[config.mk]
export PLATFORM = sky130hd
export DESIGN_NAME = segmented_peak_level_meter_core_flat
export DESIGN_NICKNAME = d
export VERILOG_FILES = /design/src/sv/slpm_pkg.sv /design/src/sv/slpm_stream_if.sv /design/src/sv/slpm_apb_regs.sv /design/src/sv/slpm_meter.sv /design/src/sv/segmented_peak_level_meter_core.sv /design/src/flat_wrapper.sv
export SDC_FILE = /design/constraint.sdc
export NUM_CORES = 1
export LEC_CHECK = 0
export BUFFER_PORTS_ARGS = -buffer_cell sky130_fd_sc_hd__buf_2
export CAP_MARGIN = 30
export CORE_AREA = 5 5 137 139
export CTS_CLUSTER_SIZE = 12
export DETAILED_ROUTE_END_ITERATION = 6
export DIE_AREA = 0 0 142 144
export HOLD_SLACK_MARGIN = 0.05
export PLACE_DENSITY = 0.75
export SLEW_MARGIN = 30
export SYNTH_ARGS = -nofsm -noshare
export SYNTH_HDL_FRONTEND = slang
export SYNTH_SLANG_ARGS = --single-unit
[constraint.sdc]
create_clock -name clk_i -period 7.15 [get_ports clk_i]
set_input_delay 1.43 -clock clk_i [delete_from_list [all_inputs] [get_ports clk_i]]
set_output_delay 1.43 -clock clk_i [all_outputs]
set_load 0.01 [all_outputs]
[src/sv/slpm_pkg.sv]
`timescale 1ns / 1ps

package slpm_pkg;

  // Chunk geometry: a chunk holds this many segments.
  localparam int unsigned SEGMENTS    = 8;
  localparam int unsigned SEG_IDX_W   = $clog2(SEGMENTS);
  localparam int unsigned SEG_SHIFT   = $clog2(SEGMENTS);

  localparam int unsigned SAMPLE_W    = 16;
  localparam int unsigned COUNT_W     = 16;
  localparam int unsigned PEAK_W      = 15;
  localparam int unsigned SUM_W       = 18;
  localparam int unsigned LEVEL_W     = SUM_W - SEG_SHIFT;
  localparam int unsigned BAR_W       = 7;
  localparam int unsigned PCT_W       = 8;

  // Level scaling: full scale is 2**FS_SHIFT.
  localparam int unsigned FS_SHIFT    = 14;
  localparam int unsigned PROD_W      = 22;
  localparam int unsigned BAR_MAX     = 70;
  localparam int unsigned PCT_SCALE   = 100;

  // APB register map
  localparam int unsigned APB_ADDR_W  = 3;
  localparam int unsigned APB_DATA_W  = 32;
  localparam logic [COUNT_W-1:0] SEG_SAMPLES_RESET = 16'd2024;

  typedef enum logic [0:0] {
    REG_SEGMENT_SAMPLES = 1'b0
  } reg_idx_e;

  typedef struct packed {
    logic             level_valid;
    logic [BAR_W-1:0] bar_length;
    logic [PCT_W-1:0] level_percent;
  } level_t;

endpackage

[src/sv/slpm_stream_if.sv]
`timescale 1ns / 1ps

interface slpm_in_if;
  logic                               valid;
  logic                               ready;
  logic signed [slpm_pkg::SAMPLE_W-1:0] sample_in;

  modport source (output valid, output sample_in, input ready);
  modport sink   (input valid, input sample_in, output ready);
endinterface

interface slpm_out_if;
  logic                               valid;
  logic                               ready;
  logic signed [slpm_pkg::SAMPLE_W-1:0] sample_out;
  logic                               level_valid;
  logic [slpm_pkg::BAR_W-1:0]         bar_length;
  logic [slpm_pkg::PCT_W-1:0]         level_percent;

  modport source (output valid, output sample_out, output level_valid,
                  output bar_length, output level_percent, input ready);
  modport sink   (input valid, input sample_out, input level_valid,
                  input bar_length, input level_percent, output ready);
endinterface

[src/sv/slpm_apb_regs.sv]
`timescale 1ns / 1ps

module slpm_apb_regs (
  input  logic                              clk_i,
  input  logic                              rst_ni,
  input  logic                              psel,
  input  logic                              penable,
  input  logic                              pwrite,
  input  logic [slpm_pkg::APB_ADDR_W-1:0]   paddr,
  input  logic [slpm_pkg::APB_DATA_W-1:0]   pwdata,
  output logic [slpm_pkg::APB_DATA_W-1:0]   prdata,
  output logic                              pready,
  output logic [slpm_pkg::COUNT_W-1:0]      seg_samples_o
);

  logic [slpm_pkg::COUNT_W-1:0] seg_samples_q;
  slpm_pkg::reg_idx_e           reg_idx;
  logic                         wr_en;

  // Registers are word aligned; only paddr[2] selects a register and the low address bits are ignored.
  assign reg_idx = slpm_pkg::reg_idx_e'(paddr[slpm_pkg::APB_ADDR_W-1]);
  assign wr_en   = psel && penable && pwrite;
  assign pready  = 1'b1;

  always_ff @(posedge clk_i or negedge rst_ni) begin
    if (!rst_ni) begin
      seg_samples_q <= slpm_pkg::SEG_SAMPLES_RESET;
    end else if (wr_en && (reg_idx == slpm_pkg::REG_SEGMENT_SAMPLES)) begin
      seg_samples_q <= pwdata[slpm_pkg::COUNT_W-1:0];
    end
  end

  always_comb begin
    unique case (reg_idx)
      slpm_pkg::REG_SEGMENT_SAMPLES: begin
        prdata = {{(slpm_pkg::APB_DATA_W - slpm_pkg::COUNT_W){1'b0}}, seg_samples_q};
      end
      default: begin
        prdata = '0;
      end
    endcase
  end

  assign seg_samples_o = seg_samples_q;

endmodule

[src/sv/slpm_meter.sv]
`timescale 1ns / 1ps

module slpm_meter (
  input  logic                                 clk_i,
  input  logic                                 rst_ni,
  input  logic                                 step_i,
  input  logic signed [slpm_pkg::SAMPLE_W-1:0] sample_i,
  input  logic [slpm_pkg::COUNT_W-1:0]         seg_samples_i,
  output slpm_pkg::level_t                     level_o
);

  logic [slpm_pkg::COUNT_W-1:0]   count_q;
  logic [slpm_pkg::SEG_IDX_W-1:0] seg_idx_q;
  logic [slpm_pkg::PEAK_W-1:0]    peak_q;
  logic [slpm_pkg::SUM_W-1:0]     sum_q;

  logic [slpm_pkg::PEAK_W-1:0]    peak_new;
  logic [slpm_pkg::COUNT_W-1:0]   limit;
  logic [slpm_pkg::COUNT_W:0]     taken;
  logic                           seg_close;
  logic                           chunk_last;
  logic [slpm_pkg::SUM_W-1:0]     sum_new;
  logic [slpm_pkg::LEVEL_W-1:0]   level;
  logic [slpm_pkg::PROD_W-1:0]    bar_prod;
  logic [slpm_pkg::PROD_W-1:0]    pct_prod;
  logic [slpm_pkg::PROD_W-slpm_pkg::FS_SHIFT-1:0] bar_raw;

  always_comb begin
    // Only non-negative samples can raise the segment peak.
    if (!sample_i[slpm_pkg::SAMPLE_W-1] &&
        (sample_i[slpm_pkg::PEAK_W-1:0] > peak_q)) begin
      peak_new = sample_i[slpm_pkg::PEAK_W-1:0];
    end else begin
      peak_new = peak_q;
    end

    // A size of zero behaves like one sample per segment.
    limit      = (seg_samples_i == '0) ? slpm_pkg::COUNT_W'(1) : seg_samples_i;
    taken      = {1'b0, count_q} + (slpm_pkg::COUNT_W+1)'(1);
    seg_close  = taken >= {1'b0, limit};
    chunk_last = seg_idx_q == slpm_pkg::SEG_IDX_W'(slpm_pkg::SEGMENTS - 1);
    sum_new    = sum_q + slpm_pkg::SUM_W'(peak_new);

    level    = sum_new[slpm_pkg::SUM_W-1:slpm_pkg::SEG_SHIFT];
    bar_prod = slpm_pkg::PROD_W'(level) * slpm_pkg::PROD_W'(slpm_pkg::BAR_MAX);
    pct_prod = slpm_pkg::PROD_W'(level) * slpm_pkg::PROD_W'(slpm_pkg::PCT_SCALE);
    bar_raw  = bar_prod[slpm_pkg::PROD_W-1:slpm_pkg::FS_SHIFT];

    level_o = '0;
    if (seg_close && chunk_last) begin
      level_o.level_valid = 1'b1;
      if (bar_raw > (slpm_pkg::PROD_W-slpm_pkg::FS_SHIFT)'(slpm_pkg::BAR_MAX)) begin
        level_o.bar_length = slpm_pkg::BAR_W'(slpm_pkg::BAR_MAX);
      end else begin
        level_o.bar_length = bar_raw[slpm_pkg::BAR_W-1:0];
      end
      level_o.level_percent = pct_prod[slpm_pkg::FS_SHIFT +: slpm_pkg::PCT_W]
                              + slpm_pkg::PCT_W'(1);
    end
  end

  always_ff @(posedge clk_i or negedge rst_ni) begin
    if (!rst_ni) begin
      count_q   <= '0;
      seg_idx_q <= '0;
      peak_q    <= '0;
      sum_q     <= '0;
    end else if (step_i) begin
      if (seg_close) begin
        count_q <= '0;
        peak_q  <= '0;
        if (chunk_last) begin
          seg_idx_q <= '0;
          sum_q     <= '0;
        end else begin
          seg_idx_q <= seg_idx_q + slpm_pkg::SEG_IDX_W'(1);
          sum_q     <= sum_new;
        end
      end else begin
        count_q <= taken[slpm_pkg::COUNT_W-1:0];
        peak_q  <= peak_new;
      end
    end
  end

endmodule

[src/sv/segmented_peak_level_meter_core.sv]
`timescale 1ns / 1ps
// An accepted sample lands in the input register and then moves, with the level from
// the segment/level logic, into the output register that drives the output beat.
// Throughput: one sample per cycle while out_o.ready is high; the input register feeds
// the segment/level logic, whose result lands in the output register when that register is empty or being drained.
// Reset (rst_ni low, asynchronous) empties both stages, clears the segment counters,
// peak and sum, and sets segment_samples to 2024.
module segmented_peak_level_meter_core (
  input  logic                            clk_i,
  input  logic                            rst_ni,
  slpm_in_if.sink                         in_i,
  slpm_out_if.source                      out_o,
  input  logic                            psel,
  input  logic                            penable,
  input  logic                            pwrite,
  input  logic [slpm_pkg::APB_ADDR_W-1:0] paddr,
  input  logic [slpm_pkg::APB_DATA_W-1:0] pwdata,
  output logic [slpm_pkg::APB_DATA_W-1:0] prdata,
  output logic                            pready
);

  logic [slpm_pkg::COUNT_W-1:0]          seg_samples;
  logic                                  s1_valid_q;
  logic signed [slpm_pkg::SAMPLE_W-1:0]  s1_sample_q;
  logic                                  out_valid_q;
  logic signed [slpm_pkg::SAMPLE_W-1:0]  out_sample_q;
  slpm_pkg::level_t                      out_level_q;
  slpm_pkg::level_t                      level;
  logic                                  in_beat;
  logic                                  s1_adv;

  slpm_apb_regs u_regs (
    .clk_i         (clk_i),
    .rst_ni        (rst_ni),
    .psel          (psel),
    .penable       (penable),
    .pwrite        (pwrite),
    .paddr         (paddr),
    .pwdata        (pwdata),
    .prdata        (prdata),
    .pready        (pready),
    .seg_samples_o (seg_samples)
  );

  slpm_meter u_meter (
    .clk_i         (clk_i),
    .rst_ni        (rst_ni),
    .step_i        (s1_adv),
    .sample_i      (s1_sample_q),
    .seg_samples_i (seg_samples),
    .level_o       (level)
  );

  // The input stage moves on whenever the output register is empty or being drained.
  assign s1_adv   = s1_valid_q && (!out_valid_q || out_o.ready);
  assign in_i.ready = !s1_valid_q || s1_adv;
  assign in_beat  = in_i.valid && in_i.ready;

  always_ff @(posedge clk_i or negedge rst_ni) begin
    if (!rst_ni) begin
      s1_valid_q  <= 1'b0;
      out_valid_q <= 1'b0;
    end else begin
      s1_valid_q  <= in_beat || (s1_valid_q && !s1_adv);
      out_valid_q <= s1_adv || (out_valid_q && !out_o.ready);
    end
  end

  always_ff @(posedge clk_i) begin
    if (in_beat) begin
      s1_sample_q <= in_i.sample_in;
    end
    if (s1_adv) begin
      out_sample_q <= s1_sample_q;
      out_level_q  <= level;
    end
  end

  assign out_o.valid         = out_valid_q;
  assign out_o.sample_out    = out_sample_q;
  assign out_o.level_valid   = out_level_q.level_valid;
  assign out_o.bar_length    = out_level_q.bar_length;
  assign out_o.level_percent = out_level_q.level_percent;

endmodule
[src/flat_wrapper.sv]
// flat-port wrapper written by rule: the top's interface ports become plain ports
module segmented_peak_level_meter_core_flat 
  (clk_i, rst_ni, psel, penable, pwrite, paddr, pwdata, prdata, pready, in_i_valid, in_i_sample_in, in_i_ready, out_o_valid, out_o_sample_out, out_o_level_valid, out_o_bar_length, out_o_level_percent, out_o_ready);
  slpm_in_if in_i_i ();
  slpm_out_if out_o_i ();
  input  logic clk_i;
  input  logic rst_ni;
  input  logic psel;
  input  logic penable;
  input  logic pwrite;
  input  logic [slpm_pkg::APB_ADDR_W-1:0] paddr;
  input  logic [slpm_pkg::APB_DATA_W-1:0] pwdata;
  output logic [slpm_pkg::APB_DATA_W-1:0] prdata;
  output logic pready;
  input wire logic [$bits(in_i_i.valid)-1:0] in_i_valid;
  input wire logic [$bits(in_i_i.sample_in)-1:0] in_i_sample_in;
  output wire logic [$bits(in_i_i.ready)-1:0] in_i_ready;
  output wire logic [$bits(out_o_i.valid)-1:0] out_o_valid;
  output wire logic [$bits(out_o_i.sample_out)-1:0] out_o_sample_out;
  output wire logic [$bits(out_o_i.level_valid)-1:0] out_o_level_valid;
  output wire logic [$bits(out_o_i.bar_length)-1:0] out_o_bar_length;
  output wire logic [$bits(out_o_i.level_percent)-1:0] out_o_level_percent;
  input wire logic [$bits(out_o_i.ready)-1:0] out_o_ready;
  assign in_i_i.valid = in_i_valid;
  assign in_i_i.sample_in = in_i_sample_in;
  assign in_i_ready = in_i_i.ready;
  assign out_o_valid = out_o_i.valid;
  assign out_o_sample_out = out_o_i.sample_out;
  assign out_o_level_valid = out_o_i.level_valid;
  assign out_o_bar_length = out_o_i.bar_length;
  assign out_o_level_percent = out_o_i.level_percent;
  assign out_o_i.ready = out_o_ready;
  segmented_peak_level_meter_core u_core (.clk_i(clk_i), .rst_ni(rst_ni), .in_i(in_i_i), .out_o(out_o_i), .psel(psel), .penable(penable), .pwrite(pwrite), .paddr(paddr), .pwdata(pwdata), .prdata(prdata), .pready(pready));
endmodule
==> impl_metrics.json <==
{
  "cts.reportedPaths.clkPinSlew_ns": 0.06,
  "regArea_sq_mm": 0.00320,
  "drt_drc_violations_left": 0,
  "grt.overflow.total": 0,
  "synth_seq_area_share_pct": 35.3,
  "floorplan.initialDensity_pct": 51.7,
  "fillCellCount": 1227,
  "synth-async-reset-ratio_pct": 59.3,
  "drtAntennaViolNets": 0,
  "antenna_found_initial": 0,
  "synthesis.area_per_instance_sq_um": 9.90,
  "tightestPinTransition_ns": 0.879,
  "drv_slew": 0,
  "grt_first_pass_wirelength_microns": 35700,
  "post_cts_hold_buffer_count": 0,
  "synth_enable_flop_cells": 48,
  "port-buffer-count": 89,
  "synth_cells": 916,
  "min_period_ns": 7.49,
  "die_y_microns": 144,
  "clk_path_buf_depth": 2,
  "timing.critical_path.slowest_stage_cell": "fa_1",
  "post_route_clock_skew_ns": 0.0149,
  "worst_hold_check_path_type": "register to register",
  "detailedRoute.firstIterationViolations": 469,
  "htree_num_levels": 4,
  "timing.critical_path.to_type": "register",
  "worstSetupStartpointType": "register",
  "antenna-diode-count": 0,
  "detail_route.first_pass.iterations": 4,
  "num_rows": 49,
  "setup_violations": 13,
  "cts_inserted_buffers": 17,
  "placed_area_sq_mm": 0.0108,
  "hpwl_microns": 15900,
  "path_max_fanout": 8,
  "critical-path-max-stage-delay_ns": 0.49,
  "track_usage_pct": 21.6,
  "syn_to_final_growth_pct": 32.4,
  "die_area_sq_mm": 0.0204,
  "route.detailed.wl_per_inst_microns": 16.6,
  "via_per_inst": 5.44,
  "gp_congestion": 0.911,
  "synthFlopType": "dfrtp_1",
  "via_count": 7556,
  "timing.final.ws_setup_ns": -0.336,
  "fin_tns_setup_ns": -3.17,
  "root_buffer": "clkbuf_16",
  "report.final.hold_viol_count": 0,
  "max_freq_mhz": 134,
  "outcome": "finished with violations",
  "netlist_area_sq_mm": 0.00907,
  "worst_hold_path_stage_count": 0,
  "grt_start_max_net_pins": 71,
  "cap_violations": 0,
  "area_of_all_placed_cells_without_fillers_sq_mm": 0.0120,
  "slew_headroom_pct": 41.3,
  "final_nets": 1352,
  "postRouteWirelength_microns": 23000,
  "multi_input_area_sq_mm": 0.00592,
  "failed_checks": "setup timing",
  "vias_in_the_first_global_route": 7683,
  "crit_arrival_ns": 7.76,
  "insertion_delay_ns": 0.43,
  "io_pins": 125,
  "core_area_sq_mm": 0.0175,
  "rrSetupSlack_ns": -0.34,
  "post_route_cells_drive_above_1_share_pct": 35.8,
  "chipWidth_microns": 142,
  "tritoncts": "yes",
  "rsz_0062_raised_after_global_routing": "yes",
  "synth.distinct_cells": 70,
  "path_class": "register to register",
  "cts.sink_count": 118,
  "worst_hold_slack_ns": 0.460,
  "critical_path_required_ns": 7.43,
  "synth-seq-cells": 118,
  "ys.warnings.count": 0,
  "worst-r2r-cell-count": 38,
  "crit_path_frequent_cell": "o21a_1",
  "final.period_utilization_pct": 105
}
[per-stage QoR]
step                utilization, %  worst slack, ns  instances
floorplan                        -          -0.0129        931
global placement              61.5           -0.306       1334
detailed placement            61.5           -0.458       1334
CTS                           66.1           -0.263       1380
global route                  68.5           -0.629       1389
finish                        68.5           -0.336       1389
[cells in the mapped netlist (3+ instances only)]
cell type    n  area [sq um]
and2_1       4          25.0
dfstp_2      7           184
clkbuf_1    12          45.0
nor3_1      10          50.1
nand3_1     18          90.1
edfxtp_1    48          1440
nor2_1      46           173
o21ai_0     45           225
o211ai_1     3          22.5
a211oi_2     3          37.5
inv_1      125           469
mux2_2      32           360
ha_1       127          1590
a21o_1      21           158
fa_1        20           400
a22o_1      18           158
nand2b_1     8          50.1
nand3b_1     4          30.0
nand4_1     15          93.8
nor2b_1      8          50.1
or3_1        3          18.8
nor4_1       9          56.3
buf_2        6          30.0
buf_4       17           128
mux2i_1      4          40.0
xnor2_1     27           236
o21a_1      14           105
xor2_1      15           131
o21bai_1     3          22.5
o31ai_1      9          67.6
nand2_1     76           285
a21oi_1     35           175
and3_1      10          62.6
a211oi_1     3          22.5
dfrtp_1     63          1580
[layout by cell type, fill, tap and decap left out, types with 5 or more instances in the layout]
cell type | Yosys | layout
and3_1 | 10 | 9
nand4_1 | 15 | 15
fa_1 | 20 | 19
nand2_1 | 76 | 74
conb_1 | 2 | 17
nand2b_1 | 8 | 8
inv_1 | 125 | 111
nor2b_1 | 8 | 5
nand3_1 | 18 | 17
a21oi_1 | 35 | 23
xnor2_1 | 27 | 22
o21ai_2 | 2 | 7
buf_6 | 0 | 6
buf_2 | 6 | 89
nor2_1 | 46 | 44
buf_4 | 17 | 135
a21o_1 | 21 | 21
inv_2 | 0 | 14
nor3_1 | 10 | 9
o21a_1 | 14 | 13
ha_1 | 127 | 104
dfstp_2 | 7 | 7
o21ai_1 | 1 | 6
edfxtp_1 | 48 | 48
xor2_1 | 15 | 13
o31ai_1 | 9 | 9
o21ai_0 | 45 | 32
a22o_1 | 18 | 18
clkbuf_16 | 0 | 17
nor4_1 | 9 | 6
dfrtp_1 | 63 | 63
a21oi_4 | 1 | 5
a21oi_2 | 1 | 9
ha_4 | 0 | 22
mux2_2 | 32 | 29
[critical path, delay by kind of cell (launching register included)]
kind	cells	cell delay, ns
buffers and inverters	7	0.68
flip-flops	1	0.39
adder cells (fa/ha/maj)	7	1.87
multiplexers	1	0.32
XOR/XNOR	1	0.27
AND/OR/NAND/NOR	5	0.75
AO/OA/AOI/OAI	17	3.04
[sequential cells by signal (all words and copies together) (netlist names)]
name,count
u_core.u_meter.peak_q,15
u_core.s1_sample_q,16
u_core.out_o.level_valid,1
u_core.s1_valid_q,1
u_core.u_meter.sum_q,18
u_core.out_o.sample_out,16
u_core.out_o.bar_length,7
u_core.u_meter.count_q,16
u_core.out_o.valid,1
u_core.u_meter.seg_idx_q,3
u_core.u_regs.seg_samples_o,16
u_core.out_o.level_percent,8
[path summary, 6_finish.rpt]
path / to / from
setup reg to reg: u_core.out_o.level_percent[5]$_SDFFCE_PN0P_ / u_core.u_meter.peak_q[1]$_DFFE_PN0P_
min in group asynchronous: u_core.u_meter.peak_q[6]$_DFFE_PN0P_ / rst_ni
hold / removal: u_core.out_o.sample_out[15]$_DFFE_PP_ / u_core.s1_sample_q[15]$_DFFE_PP_
setup / recovery: u_core.out_o.level_percent[5]$_SDFFCE_PN0P_ / u_core.u_meter.peak_q[1]$_DFFE_PN0P_
max in group asynchronous: u_core.u_meter.seg_idx_q[1]$_DFFE_PN0P_ / rst_ni
hold reg to reg: u_core.out_o.sample_out[15]$_DFFE_PP_ / u_core.s1_sample_q[15]$_DFFE_PP_
[layer usage]
layer | GRT usage [%] | part of all wire (%) | wire length (microns)
met5 | 0 | 0 | 0
met2 | 38.1 | 51 | 11800
met3 | 4.00 | 4.4 | 1020
met4 | 8.23 | 2.6 | 589
met1 | 26.2 | 42 | 9580
[cell type report]
| cell class | instances | area share [%] |
|---|---|---|
| Multi-Input combinational cell | 652 | 49.3 |
| Sequential cell | 118 | 26.7 |
| Timing Repair Buffer | 232 | 13.0 |
| Inverter | 126 | 3.95 |
| Clock buffer | 22 | 3.78 |
| Tap cell | 229 | 2.39 |
| Clock inverter | 10 | 0.886 |
[cells by family (layout without fill, tap and decap cells)]
group                      after synthesis  in the layout  share of synthesized area, %
and+or+nand+nor                        223            223                          12.2
AOI/OAI and AO/OA                      184            184                          14.1
buffers and inverters                  161            390                          7.45
adders and majority gates              148            148                          22.1
DFF                                    118            118                          35.3
xor gates and xnor gates                44             44                          4.42
muxes                                   36             36                          4.42
other                                    2             17                        0.0828
[timing repair]
item                       in CTS  in global routing
gates resized for setup        32                 63
setup endpoints to repair      14                 14
pin swaps                      48                 33
setup buffers                  14                  9
Power is not shown: default switching activity piles up to over one toggle a cycle in this logic, so the estimate is an artifact.
